===== src/design/hncp_pkg.sv =====
// shared types, codes and the status rule for the tlv stream checker
`default_nettype none

package hncp_pkg;

  // parse phase of the stream
  typedef enum logic [1:0] {
    PH_HEADER,
    PH_BODY,
    PH_PAD,
    PH_DRAIN
  } hncp_phase_t;

  // per-tlv status code
  typedef enum logic [1:0] {
    ST_OK,
    ST_SHORT,
    ST_FATAL,
    ST_TRUNC
  } hncp_status_t;

  // tlv types with a minimum body length
  localparam logic [15:0] TYPE_TWO   = 16'd2;
  localparam logic [15:0] TYPE_THREE = 16'd3;
  localparam logic [15:0] TYPE_FOUR  = 16'd4;
  localparam logic [15:0] TYPE_FIVE  = 16'd5;

  // minimum body lengths
  localparam logic [15:0] MIN_LEN_TWO   = 16'd4;
  localparam logic [15:0] MIN_LEN_THREE = 16'd8;
  localparam logic [15:0] MIN_LEN_FOUR  = 16'd8;
  localparam logic [15:0] MIN_LEN_FIVE  = 16'd20;

  // one result of the parser
  typedef struct packed {
    logic [15:0]  tlv_type;
    logic [15:0]  body_length;
    hncp_status_t tlv_status;
    logic         tlv_report;
    logic         packet_end;
    logic         packet_ok;
  } hncp_result_t;

  // parser state seen by the top level
  typedef struct packed {
    hncp_phase_t phase;
    logic [1:0]  header_count;
    logic        packet_failed;
  } hncp_state_t;

  // status of a complete tlv from its type and declared length
  function automatic hncp_status_t hncp_judge(input logic [15:0] t, input logic [15:0] len);
    hncp_status_t st;
    st = ST_OK;
    priority if (t == TYPE_TWO && len < MIN_LEN_TWO) st = ST_FATAL;
    else if (t == TYPE_FOUR && len < MIN_LEN_FOUR) st = ST_FATAL;
    else if (t == TYPE_FIVE && len < MIN_LEN_FIVE) st = ST_FATAL;
    else if (t == TYPE_THREE && len < MIN_LEN_THREE) st = ST_SHORT;
    else st = ST_OK;
    return st;
  endfunction

endpackage

`default_nettype wire


===== src/design/hncp_tlv_core.sv =====
// tlv parse state and per-byte result logic
`default_nettype none

module hncp_tlv_core
  import hncp_pkg::*;
(
  input  wire logic         clk,
  input  wire logic         rst_n,
  input  wire logic         step,
  input  wire logic [7:0]   data_byte,
  input  wire logic         last_byte,
  output hncp_result_t      result,
  output logic              has_result,
  output hncp_state_t       state
);

  hncp_phase_t phase_r, phase_nxt;
  logic [1:0]  header_count_r, header_count_nxt;
  logic [15:0] type_r, type_nxt;
  logic [15:0] len_r, len_nxt;
  logic [15:0] body_left_r, body_left_nxt;
  logic [1:0]  pad_left_r, pad_left_nxt;
  logic        failed_r, failed_nxt;

  logic [15:0]  cur_type;
  logic [15:0]  cur_len;
  logic [15:0]  body_dec;
  logic [1:0]   pad_dec;
  logic [1:0]   pad_fill;
  logic         report;
  logic         failing;
  hncp_status_t status;
  hncp_status_t judged;

  // header bytes merged into type and length as they arrive
  always_comb begin
    cur_type = type_r;
    cur_len  = len_r;
    if (phase_r == PH_HEADER) begin
      unique case (header_count_r)
        2'd0: begin
          cur_type = {data_byte, 8'h00};
          cur_len  = 16'h0000;
        end
        2'd1: cur_type = {type_r[15:8], data_byte};
        2'd2: cur_len  = {data_byte, 8'h00};
        2'd3: cur_len  = {len_r[15:8], data_byte};
        default: cur_len = len_r;
      endcase
    end
  end

  assign body_dec = body_left_r - 16'd1;
  assign pad_dec  = pad_left_r - 2'd1;
  assign pad_fill = 2'd0 - cur_len[1:0];
  assign judged   = hncp_judge(cur_type, cur_len);

  // report and status of this byte
  always_comb begin
    report = 1'b0;
    status = ST_OK;
    unique case (phase_r)
      PH_HEADER: begin
        if (header_count_r != 2'd3) begin
          report = last_byte;
          status = ST_TRUNC;
        end else if (cur_len == 16'h0000) begin
          report = 1'b1;
          status = judged;
        end else begin
          report = last_byte;
          status = ST_TRUNC;
        end
      end
      PH_BODY: begin
        if (body_dec == 16'h0000) begin
          report = 1'b1;
          status = judged;
        end else begin
          report = last_byte;
          status = ST_TRUNC;
        end
      end
      PH_PAD,
      PH_DRAIN: begin
        report = 1'b0;
        status = ST_OK;
      end
      default: report = 1'b0;
    endcase
  end

  assign failing = report && (status == ST_FATAL || status == ST_TRUNC);

  // next parse state
  always_comb begin
    phase_nxt        = phase_r;
    header_count_nxt = header_count_r;
    type_nxt         = type_r;
    len_nxt          = len_r;
    body_left_nxt    = body_left_r;
    pad_left_nxt     = pad_left_r;
    failed_nxt       = failed_r;
    if (last_byte) begin
      // packet end returns everything to reset
      phase_nxt        = PH_HEADER;
      header_count_nxt = 2'd0;
      type_nxt         = 16'h0000;
      len_nxt          = 16'h0000;
      body_left_nxt    = 16'h0000;
      pad_left_nxt     = 2'd0;
      failed_nxt       = 1'b0;
    end else begin
      unique case (phase_r)
        PH_HEADER: begin
          type_nxt         = cur_type;
          len_nxt          = cur_len;
          header_count_nxt = header_count_r + 2'd1;
          if (header_count_r == 2'd3 && cur_len != 16'h0000) begin
            body_left_nxt = cur_len;
            phase_nxt     = PH_BODY;
          end
        end
        PH_BODY: body_left_nxt = body_dec;
        PH_PAD: begin
          pad_left_nxt = pad_dec;
          if (pad_dec == 2'd0) phase_nxt = PH_HEADER;
        end
        PH_DRAIN: phase_nxt = PH_DRAIN;
        default: phase_nxt = PH_DRAIN;
      endcase
      // finished tlv: drain on failure, else pad to alignment
      if (report) begin
        if (failing) begin
          failed_nxt = 1'b1;
          phase_nxt  = PH_DRAIN;
        end else begin
          pad_left_nxt = pad_fill;
          phase_nxt    = (pad_fill != 2'd0) ? PH_PAD : PH_HEADER;
        end
      end
    end
  end

  // state registers
  always_ff @(posedge clk) begin
    if (!rst_n) begin
      phase_r        <= PH_HEADER;
      header_count_r <= 2'd0;
      type_r         <= 16'h0000;
      len_r          <= 16'h0000;
      body_left_r    <= 16'h0000;
      pad_left_r     <= 2'd0;
      failed_r       <= 1'b0;
    end else if (step) begin
      phase_r        <= phase_nxt;
      header_count_r <= header_count_nxt;
      type_r         <= type_nxt;
      len_r          <= len_nxt;
      body_left_r    <= body_left_nxt;
      pad_left_r     <= pad_left_nxt;
      failed_r       <= failed_nxt;
    end
  end

  // result fields, zeroed where they carry no meaning
  always_comb begin
    has_result         = report || last_byte;
    result.tlv_type    = report ? cur_type : 16'h0000;
    result.body_length = report ? cur_len : 16'h0000;
    result.tlv_status  = report ? status : ST_OK;
    result.tlv_report  = report;
    result.packet_end  = last_byte;
    result.packet_ok   = last_byte && !(failed_r || failing);
  end

  assign state.phase         = phase_r;
  assign state.header_count  = header_count_r;
  assign state.packet_failed = failed_r;

endmodule

`default_nettype wire


===== config.mk =====
export PLATFORM = sky130hd
export DESIGN_NAME = hncp_tlv_core
export DESIGN_NICKNAME = d
export VERILOG_FILES = /design/src/design/hncp_pkg.sv /design/src/design/hncp_tlv_core.sv
export SDC_FILE = /design/constraint.sdc
export NUM_CORES = 1
export LEC_CHECK = 0
export ABC_AREA = 1
export BUFFER_PORTS_ARGS = -buffer_cell sky130_fd_sc_hd__buf_2
export CAP_MARGIN = 40
export CORE_AREA = 2 2 125 115
export DETAILED_ROUTE_END_ITERATION = 16
export DIE_AREA = 0 0 127 117
export PLACE_DENSITY = 0.49
export SKIP_LAST_GASP = 1
export SYNTH_ARGS = -nofsm -noshare
export SYNTH_HDL_FRONTEND = slang
export SYNTH_SLANG_ARGS = --single-unit
export TNS_END_PERCENT = 5

===== constraint.sdc =====
create_clock -name clk -period 2.4 [get_ports clk]
set_input_delay 0.36 -clock clk [delete_from_list [all_inputs] [get_ports clk]]
set_output_delay 0.36 -clock clk [all_outputs]
set_load 0.01 [all_outputs]

## After elaboration in Yosys (flattened, before gate mapping)

Index checks and enable logic that the tools add are counted.

| storage, ports and cells | value |
|---|---|
| register bits | 55 |
| input bits | 12 |
| output and inout port bits | 43 |
| word-level logic and storage cells | 100 |

| operators by class | value |
|---|---|
| add/sub/neg operators | 4 |
| magnitude comparators | 3 |
| equality and inequality tests | 16 |
| multiplexer cells | 42 |
| reduce and logical (&&, ||, !) cells | 28 |

Operator list:

| operator | count |
|---|---|
| $mux W16 | 10 |
| $pmux W16 S2 | 2 |
| $pmux W16 S3 | 1 |
| $mux W2 | 19 |
| $eq A16 B2 Y1 const B | 2 |
| $eq A16 B3 Y1 const B | 2 |
| $logic_not A16 Y1 | 2 |
| $lt A16 B3 Y1 const B | 1 |
| $lt A16 B4 Y1 const B | 1 |
| $lt A16 B5 Y1 const B | 1 |
| $reduce_bool A16 Y1 | 1 |
| $sub A16 B1 Y16 const B | 1 |
| $eq A2 B2 Y1 const B | 6 |
| $pmux W2 S3 | 2 |
| $reduce_bool A2 Y1 | 4 |
| $logic_and A1 B1 Y1 | 7 |
| $mux W1 | 7 |
| $logic_not A2 Y1 | 3 |
| $reduce_and A3 Y1 | 2 |
| $reduce_bool A5 Y1 | 1 |
| $eq A2 B1 Y1 const B | 2 |
| $ne A4 B3 Y1 const B | 1 |
| $ne A4 B4 Y1 const B | 1 |
| $reduce_and A4 Y1 | 1 |
| 11 further kinds | 13 |

## Depth between registers and ports, before layout

Gate-level depths: netlist of the first run.

| depth | value |
|---|---|
| depth after elaboration | 18 |
| mapped depth | 21 |
| depth with buffers taken out | 19 |

## Worst setup path after synthesis of the first run

OpenSTA, ideal clock, no wires.

| timing path | value |
|---|---|
| path type | register to output |
| from | register phase_r[0] |
| to | output result[10] (netlist bit) |
| arrival | 2353 ps |
| data required time | 2040 ps |
| slack | -313 ps |
| stages on the path, launching flop included | 17 |
| buffers on the path | 3 |
| cell sequence | dfxtp_1 inv_1 ha_1 buf_6 buf_6 nand2_1 o21a_1 ha_1 nand3_1 nor2_1 nand3_2 nand2_2 nand2_4 nand2_4 inv_2 buf_4 nor2_1 |

RTL lines:

| element | RTL line | text |
|---|---|---|
| start, declared | hncp_tlv_core.sv:17 | `hncp_phase_t phase_r, phase_nxt;` |
| start signal, assigned | hncp_tlv_core.sv:156 | `phase_r <= phase_nxt;` |
| end, declared | hncp_tlv_core.sv:12 | `output hncp_result_t result,` |

==> results of run 1 <==
## logic make-up (layout without fill, tap and decap cells)
kind of cell	Yosys count	in the layout
simple gates	366	366
buf+inv	96	270
fa+ha+maj	15	15
compound gates	127	127
flops	55	55
xor+xnor	2	2
## stage by stage
stage               total power [uW]  instances  utilization, %
floorplan                       1603        661               -
global placement                2064        983           39.78
detailed placement              2074        983           39.78
CTS                             2887        995           41.39
global route                    3165       1007           44.38
finish                          2989       1007           44.38
## path summary, 6_finish.rpt
check                   endpoint              start  cells after the start
hold reg to reg    pad_left_r[1]      pad_left_r[1]                      2
setup / recovery      result[17]  header_count_r[1]                     16
hold / removal          failed_r              rst_n                      3
setup reg to reg  body_left_r[0]  header_count_r[1]                     17
## critical path: stages, from the launching register on
cell	delay, ps
dfxtp_2	330
buf_4	140
ha_1	190
buf_4	160
nand2_8	90
o21a_1	160
ha_2	180
nand3_2	90
nor2_4	130
nand3_2	80
nand2_2	80
nand2_4	80
nand2_8	110
clkinv_8	100
clkbuf_16	190
nor2_4	70
buf_2	120
## final cells by class
| cell class | count | share of cell area [%] |
|---|---|---|
| multi-input combinational | 510 | 47.23 |
| timing repair buffer | 191 | 23.47 |
| sequential | 55 | 18.35 |
| inverter | 70 | 4.752 |
| tap | 172 | 3.554 |
| clock buffer | 7 | 2.355 |
| clock inverter | 1 | 0.1446 |
| timing repair inverter | 1 | 0.1446 |
## cell usage in the layout, fill, tap and decap left out, types with 3 or more instances in the layout
cell,n
a21oi_2,10
ha_2,3
buf_4,128
o21ai_0,18
dfxtp_1,51
buf_6,8
inv_2,9
o21ai_2,4
ha_1,9
nand2_1,170
nand2_8,5
nor2_4,13
nand3_1,27
nand3b_1,4
inv_1,57
a2bb2oi_1,8
a211oi_2,5
o211ai_1,6
o21a_1,7
nand3_2,4
nor2_2,11
clkbuf_16,6
buf_12,5
o21ai_1,14
nand2_4,3
nand4_1,7
nor2_1,99
nand2_2,16
ha_4,3
a21oi_1,49
buf_2,49
## per-layer routing
metal  vias to the layer above  global-route usage, %  share of wire, %
met2                       105                  30.54                45
li1                       2477                      -                 -
met3                        11                  2.409               4.8
met5                         -                      0                 0
met1                      2194                  25.30                49
met4                         0                  3.956              0.91
## power groups by stage
| stage | registers, uW | clock network [uW] | logic, uW |
|---|---|---|---|
| floorplan | 999 | 0 | 604 |
| global placement | 1000 | 0 | 1060 |
| detailed placement | 1000 | 0 | 1070 |
| CTS | 979 | 808 | 1100 |
| global route | 987 | 834 | 1340 |
| finish | 982 | 783 | 1220 |
## state kept, by name, indices dropped and copies added, names as in the netlist
name / flops
type_r: 16
len_r: 16
pad_left_r: 2
phase_r: 2
header_count_r: 2
body_left_r: 16
failed_r: 1
## timing repair
item                       4_1_cts  5_1_grt
pin swaps                        4       17
gates cloned                     0        2
setup buffers                    4       10
gates resized for setup         13       72
setup endpoints to repair       52       58
==> results by group, run 1 <==
Status
  • Outcome: finished with violations
  • Failing checks: setup timing

Yosys
  • Post-synthesis compound-gate area fraction: 18.78%
  • Unique masters post-synth: 35
  • Dominant cells by area after synthesis: dfxtp_1 27%, nand2_1 17%, nor2_1 11%
  • Synth Area in XOR/XNOR: less than 1%
  • Main synth FF type: dfxtp_1
  • Synth top area share: a little over a quarter
  • Post-Syn Area: ~4000 sq um
  • Synth warn: 0
  • Mapped Avg Cell Area: 6.078 sq um
  • Asr flop ratio synth: 0%
  • Mux cell area share after synthesis: 0%
  • Largest family of logic cells by synthesized area: simple AND/OR/NAND/NOR gates
  • Synth Area in Simple Gates: 38.27%
  • Post-synthesis register bit count: 55
  • Post-synth top area cell: dfxtp_1
  • Post-Synth Adder-Cell Area: about 4.7%
  • Post-Syn Instances: roughly 660
  • Commonest cells post-synth: 183 x nand2_1, 121 x nor2_1, 64 x inv_1, 58 x a21oi_1, 55 x dfxtp_1
  • Synth Net Count: 688
  • Count of flip-flops with a built-in enable after synthesis: 0
  • Count leader, synth: nand2_1
  • Register area share after synthesis: between 20% and 30%

CTS
  • H-tree depth: 2
  • CTS root buffer: clkbuf_16
  • CTS clk-pin slew, worst paths: roughly 70 ps
  • CTS tree: done
  • Clock sink count: 55
  • Maximum clock path buffer count: 2
  • Post-CTS Hold Buffers: 0
  • Clk_lat worst skew: ~300 ps
  • CTS buffer count: 5

STA
  • Final Max Tran Viols: 0
  • Tcrit/Tclk final: 124.6%
  • Final hold vios: 0
  • Max Clock Skew: 4.922 ps
  • Max Freq: between 0.3 and 0.4 GHz
  • Final worst slack: -591.1 ps
  • Worst slew pin tran: between 400 and 500 ps
  • Minimum hold slack: between 300 and 400 ps
  • Post-Route Setup TNS: -21790 ps
  • Period minus WS final: approximately 3000 ps
  • Rel. slew slack: 69.83%
  • RSZ-0062 raised after global routing: true
  • Setup violators final: 56

Floorplanning
  • Initial core utilization: around 29%
  • Io pins: 55
  • Core Region: 13650 sq um
  • Die Y: ~120 um
  • Die area: ~15000 sq um
  • Die width: around 130 um
  • Row count: 41

Critical path
  • Crit path capture type: output port
  • CP Data Required Time: between 2000 and 2500 ps
  • WS Path Type: reg2out
  • Worst reg-to-reg setup slack: -170 ps
  • Crit Path Max Fanout: 8
  • CP Data Arrival Time: 2630 ps
  • Startpoint class of the critical path: flip-flop

Global routing
  • Vias in the first global route: ~4400
  • Largest net degree at the start of global routing: 45
  • Grt total ovfl: 0
  • Total Routing Usage GR: 18.23%
  • First-pass GRT wire length: between 20 and 25 mm
  • Initial antenna violation count: 0

Routing
  • Final wirelength: around 14 mm
  • Remaining DRCs: 0
  • Initial drt markers: ~330
  • Routed vias: 4787
  • Wire length per cell: 13.96 um
  • Vias per cell: 4.754
  • Antenna-violating nets left: 0
  • DR pass1 iterations: 4

Cells and area
  • Final Cell Area: 6056 sq um
  • Ratio of cells with drive above 1 in the final layout: a little over a third
  • N_diodes: 0
  • Fillers: approximately 1400
  • Reg area: roughly 1100 sq um
  • NumNets Final: between 800 and 900
  • Synthesis-to-layout area growth: 50.73%
  • Multi-input gate area: roughly 2900 sq um

Power and ir drop
  • Maximum vdd drop: between 0.2 and 0.3 mV
  • Pwr/cell area: just under 500 nW/um^2
  • LEAKAGE: about 0.0029 uW
  • Sw Share: 36.28%
  • Net Switching: approximately 1100 uW
  • Int Pwr: around 1900 uW
  • Clk pwr share: around a quarter
  • Sequential Power Share: around a third
  • Comb pwr share: a little over 40%

Placed design
  • Post-DP Area: between 5000 and 6000 sq um
  • Final HPWL DP: approximately 10 mm
  • Setup WS pre-CTS: -367.1 ps
  • Routability cong.: between 0.9 and 1
  • Port bufs: 54

Run
  • Total of max-cap violations: 0

Min path
  • HP Class: in2reg
(Power assumes the default switching activity.)
==> run 2: changes to the inputs <==
--- a/config.mk
+++ b/config.mk
@@ -10,2 +10,4 @@
 export CAP_MARGIN = 40
+export CELL_PAD_IN_SITES_DETAIL_PLACEMENT = 1
+export CELL_PAD_IN_SITES_GLOBAL_PLACEMENT = 1
 export CORE_AREA = 2 2 125 115
@@ -13,3 +15,3 @@
 export DIE_AREA = 0 0 127 117
-export PLACE_DENSITY = 0.49
+export PLACE_DENSITY = 0.66
 export SKIP_LAST_GASP = 1
--- a/constraint.sdc
+++ b/constraint.sdc
@@ -3,2 +3,2 @@
 set_output_delay 0.36 -clock clk [all_outputs]
-set_load 0.01 [all_outputs]
+set_load 0.005 [all_outputs]
==> results by group, run 2 (same netlist as run 1, synthesis figures left out) <==
CTS
  • CTS buffer count: 5
  • CTS root buffer: clkbuf_16
  • CTS clk-pin slew, worst paths: 80 ps
  • H-tree depth: 2
  • Clock sink count: 55
  • CTS tree: done
  • Clk_lat worst skew: 310 ps
  • Maximum clock path buffer count: 2

Status
  • Outcome: finished with violations
  • Failing checks: setup timing

STA
  • Max Clock Skew: about 4.7 ps
  • Setup violators final: 57
  • Final Max Tran Viols: 0
  • Period minus WS final: slightly above 3000 ps
  • Worst slew pin tran: a little over 600 ps
  • Max Freq: roughly 0.33 GHz
  • Final hold vios: 0
  • Final worst slack: -615.6 ps
  • Tcrit/Tclk final: 125.7%
  • Rel. slew slack: 58.44%
  • Post-Route Setup TNS: -24000 ps
  • RSZ-0062 raised after global routing: true

Critical path
  • Most frequent CP cell: nand2_4
  • Crit-path slowest cell: dfxtp_2
  • CP Data Required Time: slightly above 2000 ps
  • Startpoint class of the critical path: flip-flop
  • WS Path Type: reg2out
  • Crit path capture type: output port
  • CP cell instances: inv_2, ha_4, buf_12, buf_6, nand2_4, o21a_1, ha_2, nand3_2, nor2_4, nand3_2, nand2_2, nand2_4, nand2_4, clkinv_8, clkbuf_16, nor2_2, buf_2
  • Crit Path Max Fanout: 7
  • Critical path buffers and inverters: 6
  • CP Data Arrival Time: approximately 2700 ps
  • CP max stage delay: around 340 ps
  • Crit path max-delay family: buffers and inverters

Placed design
  • Port bufs: 54
  • Final HPWL DP: ~13 mm
  • Setup WS pre-CTS: -417.2 ps
  • Post-DP Area: 5682 sq um
  • Routability cong.: about 0.9

Power and ir drop
  • LEAKAGE: ~0.0029 uW
  • Maximum vdd drop: around 0.28 mV
  • Sequential Power Share: 31.1%
  • Sw Share: 36.27%
  • Int Pwr: 2013 uW
  • Clk pwr share: between 20% and 30%
  • Pwr/cell area: 503.5 nW/um^2
  • Comb pwr share: between 40% and 50%
  • Net Switching: 1145 uW

Global routing
  • Initial antenna violation count: 0
  • Met1 GRT Util: 29.72%
  • Met3 GRT Util: 2.727%
  • Met2 Use GR: about two fifths
  • Grt total ovfl: 0
  • Largest net degree at the start of global routing: 48
  • Gr busiest metal: met2
  • First-pass GRT wire length: ~26 mm
  • Total Routing Usage GR: 22.34%
  • Vias in the first global route: roughly 5000

Min path
  • HP Class: in2reg

Routing
  • Wire length per cell: around 16 um
  • Routed vias: roughly 5000
  • Vias per cell: around 4.9
  • Final wirelength: around 17 mm
  • Remaining DRCs: 0
  • DR pass1 iterations: 4
  • Initial drt markers: around 240
  • Antenna-violating nets left: 0

Floorplanning
  • Io pins: 55
  • Core Region: ~14000 sq um
  • Die width: about 130 um
  • Die area: roughly 15000 sq um
  • Initial core utilization: about 30%
  • Die Y: ~120 um
  • Row count: between 40 and 50

Cells and area
  • Synthesis-to-layout area growth: 56.12%
  • Most frequent cells in the layout: 175 x nand2_1, 147 x buf_4, 81 x nor2_1, 57 x inv_1, 53 x buf_2
  • Largest registers: body_left_r x16, len_r x16, type_r x16
  • Final Cell Area: roughly 6300 sq um
  • Commonest non-fill, non-tap cell in the layout: nand2_1
  • NumNets Final: about 880
  • Ratio of cells with drive above 1 in the final layout: roughly two fifths
  • N_diodes: 0

Run
  • Total of max-cap violations: 0
## run 2: changes by cell type in the layout (fill, tap and decap cells not counted), moves of 3 or more
| cell | before | now |
|---|---|---|
| a21oi_1 | 49 | 45 |
| buf_2 | 49 | 53 |
| buf_4 | 128 | 147 |
| buf_6 | 8 | 2 |
| nand2_1 | 170 | 175 |
| nand2_2 | 16 | 10 |
| nand2_4 | 3 | 7 |
| nand2_8 | 5 | 2 |
| nor2_1 | 99 | 81 |
| nor2_2 | 11 | 23 |
| nor2_4 | 13 | 19 |
## run 2: power groups by stage
stage / combinational [uW] / clock [uW] / sequential [uW]
after global routing: 1420 / 914 / 988
after floorplan: 628 / 0 / 998
after detailed placement: 1150 / 0 / 1000
final: 1310 / 868 / 983
after CTS: 1200 / 884 / 980
after global placement: 1120 / 0 / 999
## run 2: final timing paths
| kind | endpoint | slack, ps | start | cells past startpoint |
|---|---|---|---|---|
| worst max register to register | body_left_r[1] | -290 | phase_r[1] | 18 |
| worst min-delay path | phase_r[1] | 380 | step | 4 |
| worst min register to register | type_r[5] | 470 | type_r[5] | 2 |
| worst max-delay path | result[9] | -620 | phase_r[0] | 17 |
## run 2: cell type report
type | instances | area (sq um)
clock buffers | 6 | 128.9
clock inverters | 1 | 30.03
fillers | 1800 | 7373
inverters | 70 | 280.3
multi-input cells | 510 | 2938
flip-flops and latches | 55 | 1109
well taps | 172 | 215.2
repair buffers | 210 | 1572
## run 2: metal layers
layer / vias to the layer above / part of all wire [%]
met5: - / 0
met4: 0 / 2.4
met3: 25 / 3.4
met2: 84 / 47
met1: 2394 / 48
li1: 2495 / -
## run 2: stage by stage
| stage | util [%] | instances | power [uW] | hold slack (ps) |
|---|---|---|---|---|
| 2_1_floorplan | - | 661 | 1626 | 443.8 |
| 3_3_place_gp | 41.64 | 1004 | 2120 | 454.0 |
| 3_5_place_dp | 41.64 | 1004 | 2155 | 461.0 |
| 4_1_cts | 43.81 | 1017 | 3067 | 379.0 |
| 5_1_grt | 45.97 | 1024 | 3325 | 413.3 |
| 6_report | 45.97 | 1024 | 3158 | 379.6 |
## run 2: what timing repair did
action / 4_1_cts / 5_1_grt
buffers inserted: 5 / 5
gates resized for setup: 21 / 51
setup endpoints to repair: 58 / 58
pin swaps: 7 / 14
cloned: 1 / 2
hold buffers: 0 / 0
## run 2: worst register-to-register path: cells and delay by family, from the launching register on
family / cells / cell delay, ps
buffers and inverters: 6 / 850
and+or+nand+nor: 7 / 520
adders and majority gates: 2 / 430
AOI/OAI and AO/OA: 3 / 460
DFF: 1 / 330
==> run 3: changes to the inputs <==
- BUFFER_PORTS_ARGS: -buffer_cell sky130_fd_sc_hd__buf_2 -> -buffer_cell sky130_fd_sc_hd__buf_4
==> results by group, run 3 (same netlist as run 1, synthesis figures left out) <==
Min path
  • Hold_sp: rst_n
  • Hold depth: 3
  • HP Class: in2reg
  • Worst hold endpoint: failed_r

STA
  • Period minus WS final: ~3100 ps
  • Rel. slew slack: approximately three fifths
  • Final worst slack: -673.2 ps
  • Max Freq: 0.3254 GHz
  • Final hold vios: 0
  • Minimum hold slack: 378.4 ps
  • Setup violators final: slightly below 60
  • Max Clock Skew: around 9.3 ps
  • RSZ-0062 raised after global routing: true
  • Worst slew pin tran: approximately 620 ps
  • Final Max Tran Viols: 0
  • Tcrit/Tclk final: 128.0%

Cells and area
  • Commonest non-fill, non-tap cell in the layout: buf_4
  • Most frequent cells in the layout: 213 x buf_4, 168 x nand2_1, 78 x nor2_1, 56 x inv_1, 51 x dfxtp_1
  • Reg area: approximately 1100 sq um
  • Largest registers: body_left_r x16, len_r x16, type_r x16
  • Multi-input gate area: 2990 sq um
  • Fillers: approximately 1800
  • Synthesis-to-layout area growth: 62.57%
  • NumNets Final: 892
  • N_diodes: 0
  • Final Util: between 40 and 50%
  • Ratio of cells with drive above 1 in the final layout: between 40% and 50%

Critical path
  • CP Data Required Time: between 2000 and 2500 ps
  • Startpoint class of the critical path: flip-flop
  • Crit Path Max Fanout: 8
  • FF-to-FF End: body_left_r[14]
  • Crit-path slowest cell: dfxtp_2
  • Reg2Reg Depth: 21
  • Worst reg-to-reg setup slack: -430 ps
  • Critical path buffers and inverters: 3
  • CP max stage delay: approximately 400 ps
  • R2R Path Start: phase_r[1]
  • WS Path Type: reg2out
  • Crit path max-delay family: simple AND/OR/NAND/NOR gates
  • CP Data Arrival Time: around 2700 ps
  • CP cell instances: inv_1, ha_4, o21ai_4, nand2_1, o21ai_0, inv_1, nand3_1, nand2_1, nand2_1, nand2_1, nand2_2, nand2_2, nand2_4, nand2_2, nor2_2, buf_4
  • Crit path capture type: output port
  • Most frequent CP cell: nand2_1

Placed design
  • Routability cong.: roughly 0.85
  • Setup WS pre-CTS: -460.4 ps
  • Port bufs: 54
  • Final HPWL DP: 12.88 mm

Floorplanning
  • Die area: between 10000 and 15000 sq um
  • Die width: around 130 um
  • Die Y: between 100 and 150 um
  • Io pins: 55
  • Row count: a little over 40
  • Core Region: ~14000 sq um
  • Initial core utilization: slightly below 30%

Power and ir drop
  • Sequential Power Share: 31.2%
  • Pwr/cell area: roughly 480 nW/um^2
  • Int Pwr: between 1500 and 2000 uW
  • Clk pwr share: approximately a quarter
  • LEAKAGE: slightly above 0.003 uW
  • Sw Share: 37.08%
  • Comb pwr share: between 40% and 50%
  • Maximum vdd drop: ~0.26 mV
  • Net Switching: around 1200 uW

Routing
  • Antenna-violating nets left: 0
  • Routed vias: between 5000 and 6000
  • DR pass1 iterations: 4
  • Wire length per cell: 17.57 um
  • Vias per cell: just under 5
  • Final wirelength: 18.23 mm
  • Remaining DRCs: 0
  • Initial drt markers: 334

CTS
  • Maximum clock path buffer count: 2
  • Post-CTS Hold Buffers: 0
  • CTS root buffer: clkbuf_16
  • Clk_lat worst skew: about 310 ps
  • Clock sink count: 55
  • CTS buffer count: 5
  • H-tree depth: 2
  • CTS clk-pin slew, worst paths: 70 ps
  • CTS tree: done

Global routing
  • Initial antenna violation count: 0
  • Largest net degree at the start of global routing: 48
  • Grt total ovfl: 0
  • First-pass GRT wire length: approximately 27 mm
  • Vias in the first global route: between 5000 and 6000
  • Total Routing Usage GR: 23.38%

Status
  • Outcome: finished with violations
  • Failing checks: setup timing

Run
  • Total of max-cap violations: 0
[run 3: area by class of cell]
cell class	count	share of cell area, %
clock buffer	7	2.184
tap	172	3.295
sequential	55	16.97
multi-input combinational	510	45.79
timing repair buffer	223	27.38
inverter	70	4.253
clock inverter	1	0.1341
[run 3: routing by layer]
metal  up-vias  track usage (%)  routed length, um  share of wire (%)
met5         -                0                  0                  0
met4         0            6.227                373                2.0
met1      2486            30.44               8129                 45
met3        30            2.909                697                3.8
met2       122            41.36               9033                 50
li1       2526                -                  -                  -
[run 3: how the worst max path moves through the flow]
stage	startpoint	to	slack, ps	cells after the start
after floorplan	phase_r[1]	result[20]	-2	16
after global placement	header_count_r[1]	result[3]	-350	16
after detailed placement	header_count_r[1]	result[3]	-460	16
after CTS	phase_r[0]	has_result	-620	17
after global routing	header_count_r[0]	result[0]	-830	16
final	header_count_r[0]	result[0]	-670	16
[run 3: power groups by stage]
stage	Clock (uW)	Sequential, uW	Combinational, uW
finish	805	985	1370
global route	853	990	1480
CTS	819	983	1290
detailed placement	0	1000	1170
global placement	0	1000	1140
floorplan	0	998	628
[run 3: stage by stage]
step,total power [uW],setup TNS (ps),cells,cell area (sq um)
final,3156,-28300,1038,6531
after global routing,3323,-35480,1038,6531
after CTS,3088,-24970,1030,6334
after detailed placement,2172,-15140,1005,5812
after global placement,2138,-10080,1005,5812
after floorplan,1626,-2.262,661,4268
[run 3: worst reg2reg max path: stages (launching register included)]
cell and delay, ps:
dfxtp_2 330, inv_2 70, ha_4 240, buf_12 170, buf_6 120, nand2_4 70
nor2_1 150, a21oi_2 50, nand2_1 100, nor2_4 50, buf_4 120, buf_4 120
buf_4 130, buf_4 120, nand3_1 80, nand2_1 90, nand3_1 90, nand2_2 80
inv_4 190, o21ai_0 150, o21ai_1 110, nor2_1 60
[run 3: timing repair]
item	in CTS	in global routing
setup endpoints to repair	58	58
setup buffers	16	7
gates cloned	1	1
pin swaps	14	13
gates resized for setup	54	29
